===== config.mk =====
export PLATFORM = sky130hd
export DESIGN_NAME = cpu_6502_execute_unit
export DESIGN_NICKNAME = d
export VERILOG_FILES = /design/src/rtl/c65x_pkg.sv /design/src/rtl/cpu_6502_execute_unit.sv
export SDC_FILE = /design/constraint.sdc
export NUM_CORES = 1
export LEC_CHECK = 0
export BUFFER_PORTS_ARGS = -buffer_cell sky130_fd_sc_hd__buf_2
export CAP_MARGIN = 30
export CORE_UTILIZATION = 45
export DETAILED_ROUTE_END_ITERATION = 7
export SYNTH_ARGS = -nofsm -noshare
export SYNTH_HDL_FRONTEND = slang
export SYNTH_SLANG_ARGS = --single-unit

===== constraint.sdc =====
create_clock -name i_clk -period 7.25 [get_ports i_clk]
set_input_delay 0.3625 -clock i_clk [delete_from_list [all_inputs] [get_ports i_clk]]
set_output_delay 0.3625 -clock i_clk [all_outputs]
set_load 0.005 [all_outputs]

===== src/rtl/c65x_pkg.sv =====
// Package for the 6502 execute unit: command codes, flag bit positions, payload structs.
// No dependencies.
package c65x_pkg;

    typedef enum logic [5:0] {
        CMD_ADC = 6'd0,  CMD_AND = 6'd1,  CMD_ASLA = 6'd2, CMD_ASLM = 6'd3,
        CMD_CMP = 6'd4,  CMD_CPX = 6'd5,  CMD_CPY = 6'd6,  CMD_DEC = 6'd7,
        CMD_DEX = 6'd8,  CMD_DEY = 6'd9,  CMD_EOR = 6'd10, CMD_INC = 6'd11,
        CMD_INX = 6'd12, CMD_INY = 6'd13, CMD_LSRM = 6'd14, CMD_LSRA = 6'd15,
        CMD_ORA = 6'd16, CMD_ROLM = 6'd17, CMD_ROLA = 6'd18, CMD_RORA = 6'd19,
        CMD_RORM = 6'd20, CMD_SBC = 6'd21, CMD_BCC = 6'd22, CMD_BCS = 6'd23,
        CMD_BEQ = 6'd24, CMD_BMI = 6'd25, CMD_BNE = 6'd26, CMD_BPL = 6'd27,
        CMD_BVC = 6'd28, CMD_BVS = 6'd29, CMD_BIT = 6'd30, CMD_BRK = 6'd31,
        CMD_JMP = 6'd32, CMD_JSR = 6'd33, CMD_PHA = 6'd34, CMD_PHP = 6'd35,
        CMD_PLA = 6'd36, CMD_PLP = 6'd37, CMD_RTI = 6'd38, CMD_RTS = 6'd39,
        CMD_IRQ = 6'd40, CMD_LDA = 6'd41, CMD_LDX = 6'd42, CMD_LDY = 6'd43,
        CMD_STA = 6'd44, CMD_STX = 6'd45, CMD_STY = 6'd46, CMD_TAX = 6'd47,
        CMD_TAY = 6'd48, CMD_TSX = 6'd49, CMD_TXA = 6'd50, CMD_TXS = 6'd51,
        CMD_TYA = 6'd52
    } t_cmd;

    localparam int FLAG_C = 0;
    localparam int FLAG_Z = 1;
    localparam int FLAG_I = 2;
    localparam int FLAG_B = 4;
    localparam int FLAG_U = 5;
    localparam int FLAG_V = 6;
    localparam int FLAG_N = 7;

    localparam logic [7:0] SP_RESET    = 8'hFD;
    localparam logic [7:0] FLAGS_RESET = 8'h24;

    typedef struct packed {
        logic [5:0]  command;
        logic [15:0] oper_addr;
        logic [7:0]  operand_value;
        logic [7:0]  pop_first;
        logic [7:0]  pop_second;
        logic [7:0]  pop_third;
        logic [15:0] vector_word;
        logic [15:0] next_pc;
    } t_in;

    typedef struct packed {
        logic        write_enable;
        logic [15:0] write_address;
        logic [7:0]  write_data;
        logic [15:0] new_pc;
        logic [7:0]  acc_out;
        logic [7:0]  xreg_out;
        logic [7:0]  yreg_out;
        logic [7:0]  stack_out;
        logic [7:0]  flags_out;
        logic        last;
    } t_out;

endpackage


===== src/rtl/cpu_6502_execute_unit.sv =====
// Top level of the 6502 execute unit (no decimal mode).
// Depends on c65x_pkg.
//
// Usage: one decoded instruction per transaction on i_in (valid/ready).
// The instruction is registered, then executed in a single pass of logic;
// the register file updates and up to three result transactions (writes
// for stores, read-modify-writes and pushes) are queued in a result buffer.
// Results leave on o_out (valid/ready), one per cycle while the receiver is
// ready, last=1 on the final. The first result is registered in the result
// buffer after the input register. Throughput: one instruction per cycle for
// single-result commands while the receiver is ready; an instruction with k
// writes sends k results (up to 3 for brk/interrupt), set by the single result
// port. The input register can take a new instruction while the result buffer
// drains, and holds it until the buffer can take that instruction's results.
// Reset: A, X, Y = 0, SP = 0xFD, P = 0x24, all stages empty.
// Receiver stall: results hold in the buffer; while it holds results the input
// stage holds its instruction and o_in_ready drops.
module cpu_6502_execute_unit
    import c65x_pkg::*;
(
    input  logic i_clk,
    input  logic i_rst_n,
    input  logic i_in_valid,
    output logic o_in_ready,
    input  t_in  i_in,
    output logic o_out_valid,
    input  logic i_out_ready,
    output t_out o_out
);

    // input register
    logic r_iv;
    t_in  r_in;

    // architectural state
    logic [7:0] r_a, r_x, r_y, r_sp, r_p;

    // result buffer: up to 3 results of one instruction
    t_out       r_res [3];
    logic [1:0] r_cnt;  // results remaining
    logic [1:0] r_idx;  // next result to send

    logic       exec;   // input register executes this cycle
    logic       out_fire;
    logic       buf_free;

    assign out_fire    = o_out_valid && i_out_ready;
    assign buf_free    = (r_cnt == 2'd0) || (r_cnt == 2'd1 && out_fire);
    assign exec        = r_iv && buf_free;
    assign o_in_ready  = !r_iv || buf_free;
    assign o_out_valid = r_cnt != 2'd0;
    assign o_out       = r_res[r_idx];

    // execution logic
    logic [7:0]  n_a, n_x, n_y, n_sp, n_p;
    logic [15:0] n_pc;
    logic [1:0]  n_wcnt;
    logic [15:0] w_addr [3];
    logic [7:0]  w_data [3];
    logic [7:0]  m, sh_in, sh_r, nz_v;
    logic        sh_c, do_nz;
    logic [8:0]  sum;
    logic [7:0]  add_m, cmp_reg;
    logic [8:0]  cmp_d;
    logic [15:0] jsr_ret, stk;
    logic [7:0]  sp_m1, sp_m2;

    always_comb begin
        m       = r_in.operand_value;
        n_a     = r_a;
        n_x     = r_x;
        n_y     = r_y;
        n_sp    = r_sp;
        n_p     = r_p;
        n_pc    = r_in.next_pc;
        n_wcnt  = 2'd0;
        do_nz   = 1'b0;
        nz_v    = 8'd0;
        stk     = {8'h01, r_sp};
        sp_m1   = r_sp - 8'd1;
        sp_m2   = r_sp - 8'd2;
        jsr_ret = r_in.next_pc - 16'd1;
        for (int i = 0; i < 3; i++) begin
            w_addr[i] = 16'd0;
            w_data[i] = 8'd0;
        end

        // shared shifter: accumulator forms use A, memory forms use m
        sh_in = (r_in.command == CMD_ASLA || r_in.command == CMD_LSRA ||
                 r_in.command == CMD_ROLA || r_in.command == CMD_RORA) ? r_a : m;
        case (r_in.command)
            CMD_ASLA, CMD_ASLM: begin sh_r = {sh_in[6:0], 1'b0};      sh_c = sh_in[7]; end
            CMD_ROLA, CMD_ROLM: begin sh_r = {sh_in[6:0], r_p[FLAG_C]}; sh_c = sh_in[7]; end
            CMD_LSRA, CMD_LSRM: begin sh_r = {1'b0, sh_in[7:1]};      sh_c = sh_in[0]; end
            default:            begin sh_r = {r_p[FLAG_C], sh_in[7:1]}; sh_c = sh_in[0]; end
        endcase

        add_m = (r_in.command == CMD_SBC) ? ~m : m;
        sum   = {1'b0, r_a} + {1'b0, add_m} + {8'd0, r_p[FLAG_C]};

        cmp_reg = (r_in.command == CMD_CPX) ? r_x :
                  (r_in.command == CMD_CPY) ? r_y : r_a;
        cmp_d   = {1'b0, cmp_reg} - {1'b0, m};

        unique case (r_in.command)
            CMD_ADC, CMD_SBC: begin
                n_a = sum[7:0];
                n_p[FLAG_C] = sum[8];
                n_p[FLAG_V] = ~(r_a[7] ^ add_m[7]) & (r_a[7] ^ sum[7]);
                do_nz = 1'b1; nz_v = sum[7:0];
            end
            CMD_AND: begin n_a = r_a & m; do_nz = 1'b1; nz_v = r_a & m; end
            CMD_EOR: begin n_a = r_a ^ m; do_nz = 1'b1; nz_v = r_a ^ m; end
            CMD_ORA: begin n_a = r_a | m; do_nz = 1'b1; nz_v = r_a | m; end
            CMD_ASLA, CMD_LSRA, CMD_ROLA, CMD_RORA: begin
                n_a = sh_r; n_p[FLAG_C] = sh_c; do_nz = 1'b1; nz_v = sh_r;
            end
            CMD_ASLM, CMD_LSRM, CMD_ROLM, CMD_RORM: begin
                n_p[FLAG_C] = sh_c; do_nz = 1'b1; nz_v = sh_r;
                n_wcnt = 2'd1; w_addr[0] = r_in.oper_addr; w_data[0] = sh_r;
            end
            CMD_CMP, CMD_CPX, CMD_CPY: begin
                n_p[FLAG_C] = ~cmp_d[8]; do_nz = 1'b1; nz_v = cmp_d[7:0];
            end
            CMD_DEC, CMD_INC: begin
                nz_v = (r_in.command == CMD_DEC) ? m - 8'd1 : m + 8'd1;
                do_nz = 1'b1;
                n_wcnt = 2'd1; w_addr[0] = r_in.oper_addr; w_data[0] = nz_v;
            end
            CMD_DEX: begin n_x = r_x - 8'd1; do_nz = 1'b1; nz_v = n_x; end
            CMD_DEY: begin n_y = r_y - 8'd1; do_nz = 1'b1; nz_v = n_y; end
            CMD_INX: begin n_x = r_x + 8'd1; do_nz = 1'b1; nz_v = n_x; end
            CMD_INY: begin n_y = r_y + 8'd1; do_nz = 1'b1; nz_v = n_y; end
            CMD_BCC: if (!r_p[FLAG_C]) n_pc = r_in.oper_addr;
            CMD_BCS: if (r_p[FLAG_C])  n_pc = r_in.oper_addr;
            CMD_BEQ: if (r_p[FLAG_Z])  n_pc = r_in.oper_addr;
            CMD_BMI: if (r_p[FLAG_N])  n_pc = r_in.oper_addr;
            CMD_BNE: if (!r_p[FLAG_Z]) n_pc = r_in.oper_addr;
            CMD_BPL: if (!r_p[FLAG_N]) n_pc = r_in.oper_addr;
            CMD_BVC: if (!r_p[FLAG_V]) n_pc = r_in.oper_addr;
            CMD_BVS: if (r_p[FLAG_V])  n_pc = r_in.oper_addr;
            CMD_BIT: begin
                n_p[FLAG_V] = m[6];
                n_p[FLAG_N] = m[7];
                n_p[FLAG_Z] = (r_a & m) == 8'd0;
            end
            CMD_BRK, CMD_IRQ: begin
                n_wcnt = 2'd3;
                w_addr[0] = stk;              w_data[0] = r_in.next_pc[15:8];
                w_addr[1] = {8'h01, sp_m1};   w_data[1] = r_in.next_pc[7:0];
                w_addr[2] = {8'h01, sp_m2};
                w_data[2] = r_p;
                w_data[2][FLAG_B] = (r_in.command == CMD_BRK);
                if (r_in.command == CMD_IRQ) w_data[2][FLAG_U] = 1'b1;
                n_sp = r_sp - 8'd3;
                n_p[FLAG_I] = 1'b1;
                n_pc = r_in.vector_word;
            end
            CMD_JMP: n_pc = r_in.oper_addr;
            CMD_JSR: begin
                n_wcnt = 2'd2;
                w_addr[0] = stk;            w_data[0] = jsr_ret[15:8];
                w_addr[1] = {8'h01, sp_m1}; w_data[1] = jsr_ret[7:0];
                n_sp = sp_m2;
                n_pc = r_in.oper_addr;
            end
            CMD_PHA, CMD_PHP: begin
                n_wcnt = 2'd1;
                w_addr[0] = stk;
                w_data[0] = (r_in.command == CMD_PHA) ? r_a : (r_p | 8'h10);
                n_sp = sp_m1;
            end
            CMD_PLA: begin
                n_sp = r_sp + 8'd1; n_a = r_in.pop_first;
                do_nz = 1'b1; nz_v = r_in.pop_first;
            end
            CMD_PLP: begin
                n_sp = r_sp + 8'd1;
                n_p = (r_in.pop_first & 8'hEF) | 8'h20;
            end
            CMD_RTI: begin
                n_sp = r_sp + 8'd3;
                n_p = (r_in.pop_first & 8'hEF) | 8'h20;
                n_pc = {r_in.pop_third, r_in.pop_second};
            end
            CMD_RTS: begin
                n_sp = r_sp + 8'd2;
                n_pc = {r_in.pop_second, r_in.pop_first} + 16'd1;
            end
            CMD_LDA: begin n_a = m; do_nz = 1'b1; nz_v = m; end
            CMD_LDX: begin n_x = m; do_nz = 1'b1; nz_v = m; end
            CMD_LDY: begin n_y = m; do_nz = 1'b1; nz_v = m; end
            CMD_STA, CMD_STX, CMD_STY: begin
                n_wcnt = 2'd1; w_addr[0] = r_in.oper_addr;
                w_data[0] = (r_in.command == CMD_STA) ? r_a :
                            (r_in.command == CMD_STX) ? r_x : r_y;
            end
            CMD_TAX: begin n_x = r_a;  do_nz = 1'b1; nz_v = r_a; end
            CMD_TAY: begin n_y = r_a;  do_nz = 1'b1; nz_v = r_a; end
            CMD_TSX: begin n_x = r_sp; do_nz = 1'b1; nz_v = r_sp; end
            CMD_TXA: begin n_a = r_x;  do_nz = 1'b1; nz_v = r_x; end
            CMD_TXS: n_sp = r_x;
            CMD_TYA: begin n_a = r_y;  do_nz = 1'b1; nz_v = r_y; end
            default: ;
        endcase

        if (do_nz) begin
            n_p[FLAG_N] = nz_v[7];
            n_p[FLAG_Z] = nz_v == 8'd0;
        end
    end

    always_ff @(posedge i_clk) begin
        if (!i_rst_n) begin
            r_iv  <= 1'b0;
            r_cnt <= 2'd0;
            r_idx <= 2'd0;
            r_a   <= 8'd0;
            r_x   <= 8'd0;
            r_y   <= 8'd0;
            r_sp  <= SP_RESET;
            r_p   <= FLAGS_RESET;
        end else begin
            if (o_in_ready) begin
                r_iv <= i_in_valid;
                if (i_in_valid) r_in <= i_in;
            end
            if (exec) begin
                r_a   <= n_a;
                r_x   <= n_x;
                r_y   <= n_y;
                r_sp  <= n_sp;
                r_p   <= n_p;
                r_cnt <= (n_wcnt == 2'd0) ? 2'd1 : n_wcnt;
                r_idx <= 2'd0;
                for (int i = 0; i < 3; i++) begin
                    r_res[i].write_enable  <= n_wcnt != 2'd0;
                    r_res[i].write_address <= w_addr[i];
                    r_res[i].write_data    <= w_data[i];
                    r_res[i].new_pc        <= n_pc;
                    r_res[i].acc_out       <= n_a;
                    r_res[i].xreg_out      <= n_x;
                    r_res[i].yreg_out      <= n_y;
                    r_res[i].stack_out     <= n_sp;
                    r_res[i].flags_out     <= n_p;
                    r_res[i].last          <= (n_wcnt == 2'd0) ? (i == 0)
                                              : (2'(i) == n_wcnt - 2'd1);
                end
            end else if (out_fire) begin
                r_cnt <= r_cnt - 2'd1;
                r_idx <= r_idx + 2'd1;
            end
        end
    end

endmodule


# Yosys cells after proc, flatten, opt, wreduce, memory -nomap -nowiden
# Memories as Yosys holds them, arrays and structs flattened. A register that Yosys moved wholly into a read port is not among the register bits.
# Index checks and enable logic that the tools add are counted.
# totals
register_bits	131
ram_bits	246
in_bits	90
output_inout_bits	84
wordCells	197
mem_count	1
# mem_list
name	depth	width	read_ports	rd_ports_with_merged_regs	write_ports	line_no	rtl
r_res	3	82	1	1	3	cpu_6502_execute_unit.sv:39	t_out r_res [3];
# classes
n_addsub	20
n_eq_ne	55
n_mux	52
bitwise	10
reduce_logical	43
# op_table
operator	count
one-hot mux 16 bit (12 select lines)	1
one-hot mux 8 bit (17 select lines)	1
2-to-1 mux 16 bit	8
== test 6 bit, second input constant	21
== test 6 x 5 -> 1 bit, second input constant	16
2-to-1 mux 8 bit	9
one-hot mux 8 bit (9 select lines)	1
one-hot mux 8 bit (7 select lines)	1
== test 6 x 4 -> 1 bit, second input constant	8
one-hot mux 8 bit (6 select lines)	1
one-hot mux 8 bit (5 select lines)	1
adder 8 x 1 -> 8 bit, second input constant	4
one-hot mux 16 bit (2 select lines)	1
one-hot mux 8 bit (4 select lines)	1
subtractor 8 x 1 -> 8 bit, second input constant	4
OR reduction 31 bit	1
== test 6 x 3 -> 1 bit, second input constant	4
one-hot mux 8 bit (3 select lines)	1
OR reduction 2 bit	12
2-to-1 mux 9 bit	2
adder 16 x 1 -> 16 bit, second input constant	1
adder 8 x 2 -> 8 bit, second input constant	2
logical NOT 8 bit	2
one-hot mux 8 bit (2 select lines)	1
other kinds (39)	76

# Longest topological paths before layout
# depth
depth_word	9
mapped_depth	19
depth_no_buf	18

# Worst setup path after synthesis
# OpenSTA, ideal clock, no wires.
# synth_timing
kind	reg-to-reg
startpoint	register r_in[84] (netlist bit)
endpoint	memory r_res[0][8] (netlist bit) (data pin)
setup_time_ns	0.259
arrival_time_ns	3.796
t_required_ns	6.991
slack_ns	3.195
stages_incl_launch_ff	15
cell_sequence	edfxtp_1 > buf_2 > nor2b_1 > clkbuf_1 > nand3_1 > xnor2_1 > ha_1 > nor2b_1 > o221a_2 > or4_1 > nand2_1 > nor4b_1 > a211o_1 > a2111o_1 > or2_1
# synth_rtl
item	line_no	rtl
start: declaration	cpu_6502_execute_unit.sv:33	t_in r_in;
start signal: assignment	cpu_6502_execute_unit.sv:226	if (i_in_valid) r_in <= i_in;
end: declaration	cpu_6502_execute_unit.sv:39	

==> results.py <==
metrics = {
    "run_status": {
        "run_status": "finished, final reports clean",
    },
    "clock_tree": {
        "post_cts_buffers": 0,
        "clkSinkCount": 251,
        "insertion_delay_ps": 580,
        "path_clk_slew_ps": 70,
        "cts_tree": "done",
        "clock_path_buffers": 3,
        "clockRootBuffer": "clkbuf_16",
        "numCtsBuffers": 27,
        "htreeDepth": 1,
    },
    "yosys": {
        "ys_types": 94,
        "synth_xor_area_share_pct": 3.93,
        "ys_ff_latch": 251,
        "synth_area_sq_um": 15800,
        "synth-compound-area-share_pct": 19.2,
        "synthMuxAreaShare_pct": 3.55,
        "synth_warnings": 0,
        "synth_enable_flop_cells": 204,
        "yosysSeqAreaShare_pct": 44.7,
        "synthAdderAreaFrac_pct": 5.13,
        "yosysTopAreaCell": "edfxtp_1",
        "async_reset_ff_share_pct": 0,
        "syn-num-nets": 1837,
        "synth_flop_cell": "edfxtp_1",
        "synth_top_family_by_area": "compound AO/OA/AOI/OAI gates",
        "syn_inst": 1686,
        "netlist.area_leader.share_pct": 38.7,
        "yosys.area_share.simple_pct": 17.9,
        "syn_area_per_cell_sq_um": 9.38,
        "synthTopCellsByArea": "edfxtp_1 (39%), dfxtp_1 (6.0%), nand2_1 (4.7%)",
    },
    "sta": {
        "min_period_ps": 5090,
        "period_share_pct": 70.2,
        "setup_viol": 0,
        "rsz0062_at_grt": "false",
        "hold_violations": 0,
        "slew_headroom_pct": 25.3,
        "fmax_mhz": 196,
        "skew_ps": 21.2,
        "hold_ws_ps": 20.5,
        "worstMarginPinSlew_ps": 1110,
        "fin_tns_setup_ps": 0,
        "finalMaxSlewViolations": 0,
    },
    "job": {
        "maxCapViolCount": 0,
    },
    "power": {
        "pwr-share-clk_pct": 37.6,
        "power_frac_comb_pct": 16.5,
        "p_sw_mw": 1.08,
        "p_int_mw": 2.75,
        "p_leak_nw": 7.05,
        "p_per_area_nw_per_um2": 205,
        "ir_drop_v": 0.000220,
        "power_frac_seq_pct": 45.9,
        "p_sw_share_pct": 28.1,
    },
    "hold_path": {
        "hp-class": "primary input to flip-flop",
    },
    "setup_path": {
        "worst_setup_path_end_kind": "flip-flop",
        "arrival_ps": 5490,
        "required_ps": 7650,
        "start_kind": "flip-flop",
        "cp_max_fo": 23,
        "crit_type": "flip-flop to flip-flop",
    },
    "die": {
        "rows": 68,
        "dieArea_sq_um": 35900,
        "core_area_sq_um": 34500,
        "start_util_pct": 45.8,
        "die_w_um": 189,
        "fp.dieH_um": 189,
        "ioPinCount": 174,
    },
    "routing": {
        "vias_per_cell": 6.25,
        "wl_um": 60200,
        "drt.antenna.violating_nets": 0,
        "vias": 14500,
        "first_pass_iters": 7,
        "wire_per_inst_um": 26.0,
        "drtIter0Drc": 1737,
        "drc": 0,
    },
    "placement": {
        "place.gp.congestion": 1.01,
        "dp_hpwl_um": 42900,
        "port_buffers": 173,
    },
    "global_route": {
        "grt_max_degree": 80,
        "grtUsageTotal_pct": 33.0,
        "antenna_found_initial": 1,
        "grt_pass1_vias": 13600,
        "grt_pass1_wl_um": 87900,
        "grt-ovfl-total": 0,
    },
    "finish": {
        "drive_gt1_share_pct": 16.3,
        "nFillCells": 3129,
        "layout.nets": 1994,
        "area_growth_syn_to_layout_pct": 18.1,
        "diodes": 0,
    },
}
[sequential cells by signal (all words and copies together), names as in the netlist, named ones only]
signal	cells
m	8
r_a	8
r_cnt	2
r_idx	2
r_in	78
r_iv	1
r_p	8
r_res	118
r_sp	8
r_x	8
r_y	8
[cell type report]
class,count,area [sq um],area share (%)
flip-flops and latches,251,7070,37.9
multi-input cells,1214,7870,42.1
well taps,455,569,3.05
clock buffers,31,732,3.92
clock inverters,19,196,1.05
repair buffers,299,2050,11.0
inverters,50,190,1.02
[routing by layer]
layer,vias up,GRT usage (%),share of wire [%]
met5,-,0,0.020
met4,2,11.6,3.4
met3,140,4.73,8.8
met2,784,50.5,44
met1,7047,47.6,43
li1,6510,-,-
[power groups by stage]
stage | logic [mW] | registers [mW] | clock network, mW
2_1_floorplan | 0.403 | 1.72 | 0
6_report | 0.631 | 1.75 | 1.44
3_5_place_dp | 0.581 | 1.78 | 0
3_3_place_gp | 0.575 | 1.78 | 0
4_1_cts | 0.619 | 1.75 | 1.46
5_1_grt | 0.682 | 1.76 | 1.51
[placed cells by master (no fill, tap or decap), types with 10 or more instances in the layout]
cell / instances
dfxtp_1: 47
ha_1: 56
nand4_1: 14
inv_1: 46
xnor2_1: 46
nand2b_1: 17
a22oi_1: 32
nand2_1: 198
o21ai_0: 88
a21oi_1: 92
a211oi_1: 13
a22o_1: 15
nor2_1: 154
o22ai_1: 11
and3_1: 18
or3_1: 11
nor3_1: 27
mux2i_1: 47
o211ai_1: 12
a222oi_1: 13
buf_2: 173
a31oi_1: 21
xor2_1: 25
nor2b_1: 11
buf_4: 38
or2_2: 10
a221o_1: 14
edfxtp_1: 204
dlygate4sd3_1: 86
clkbuf_16: 28
nand3_1: 54
and2_1: 18
a221oi_1: 22
[worst max-delay path, cell delays in order (launching register included)]
cell and delay, ps:
edfxtp_1 870, inv_1 270, nor2_1 400, nand3_1 500
a21oi_1 290, nor2_1 50, a21oi_1 210, ha_1 180
inv_1 50, fa_1 420, a211oi_1 260, nor2_1 100
o31ai_1 320, xor2_1 180, o2111ai_1 150, a21oi_1 170
nand4_1 200, nor3_1 280
[kinds of logic after synthesis]
| group | after synthesis |
|---|---|
| fa+ha+maj | 62 |
| simple gates | 590 |
| compound gates | 438 |
| buf+inv | 221 |
| mux | 53 |
| xor+xnor | 71 |
| flops | 251 |
[cells in the mapped netlist, types with 19 or more instances]
| master | number |
|---|---|
| nor2_1 | 154 |
| nand3_1 | 54 |
| buf_2 | 21 |
| and3_1 | 19 |
| a22oi_1 | 32 |
| a21oi_1 | 92 |
| xor2_1 | 25 |
| edfxtp_1 | 204 |
| clkbuf_1 | 136 |
| mux2i_1 | 47 |
| a31oi_1 | 21 |
| a221oi_1 | 22 |
| ha_1 | 56 |
| xnor2_1 | 46 |
| dfxtp_1 | 47 |
| nand2_1 | 198 |
| nor3_1 | 27 |
| o21ai_0 | 88 |
| inv_1 | 47 |
[stage by stage]
stage	power [mW]	setup WS, ps	cell area, sq um	std cells	util [%]
final	3.82	2160	18700	2319	54.0
after global routing	3.95	1710	18700	2319	54.0
after CTS	3.82	2320	18600	2317	53.9
after detailed placement	2.36	2330	16800	2181	48.8
after global placement	2.35	2460	16800	2178	48.7
after floorplan	2.13	3190	15800	1686	-
[final timing paths]
check        slack (ps)  startpoint  cells after the start     endpoint
max                2160    r_in[81]                     17  r_res[0][2]
max reg2reg        2160    r_in[81]                     17  r_res[0][2]
min reg2reg         440      r_p[4]                      2       r_p[4]
min                  20  i_in_valid                      3         r_iv
[timing repair]
action,4_1_cts,5_1_grt
hold endpoints to repair,86,0
hold buffers,86,0
gates resized for setup,0,0
Note: power is estimated with default switching activity, not from simulation.
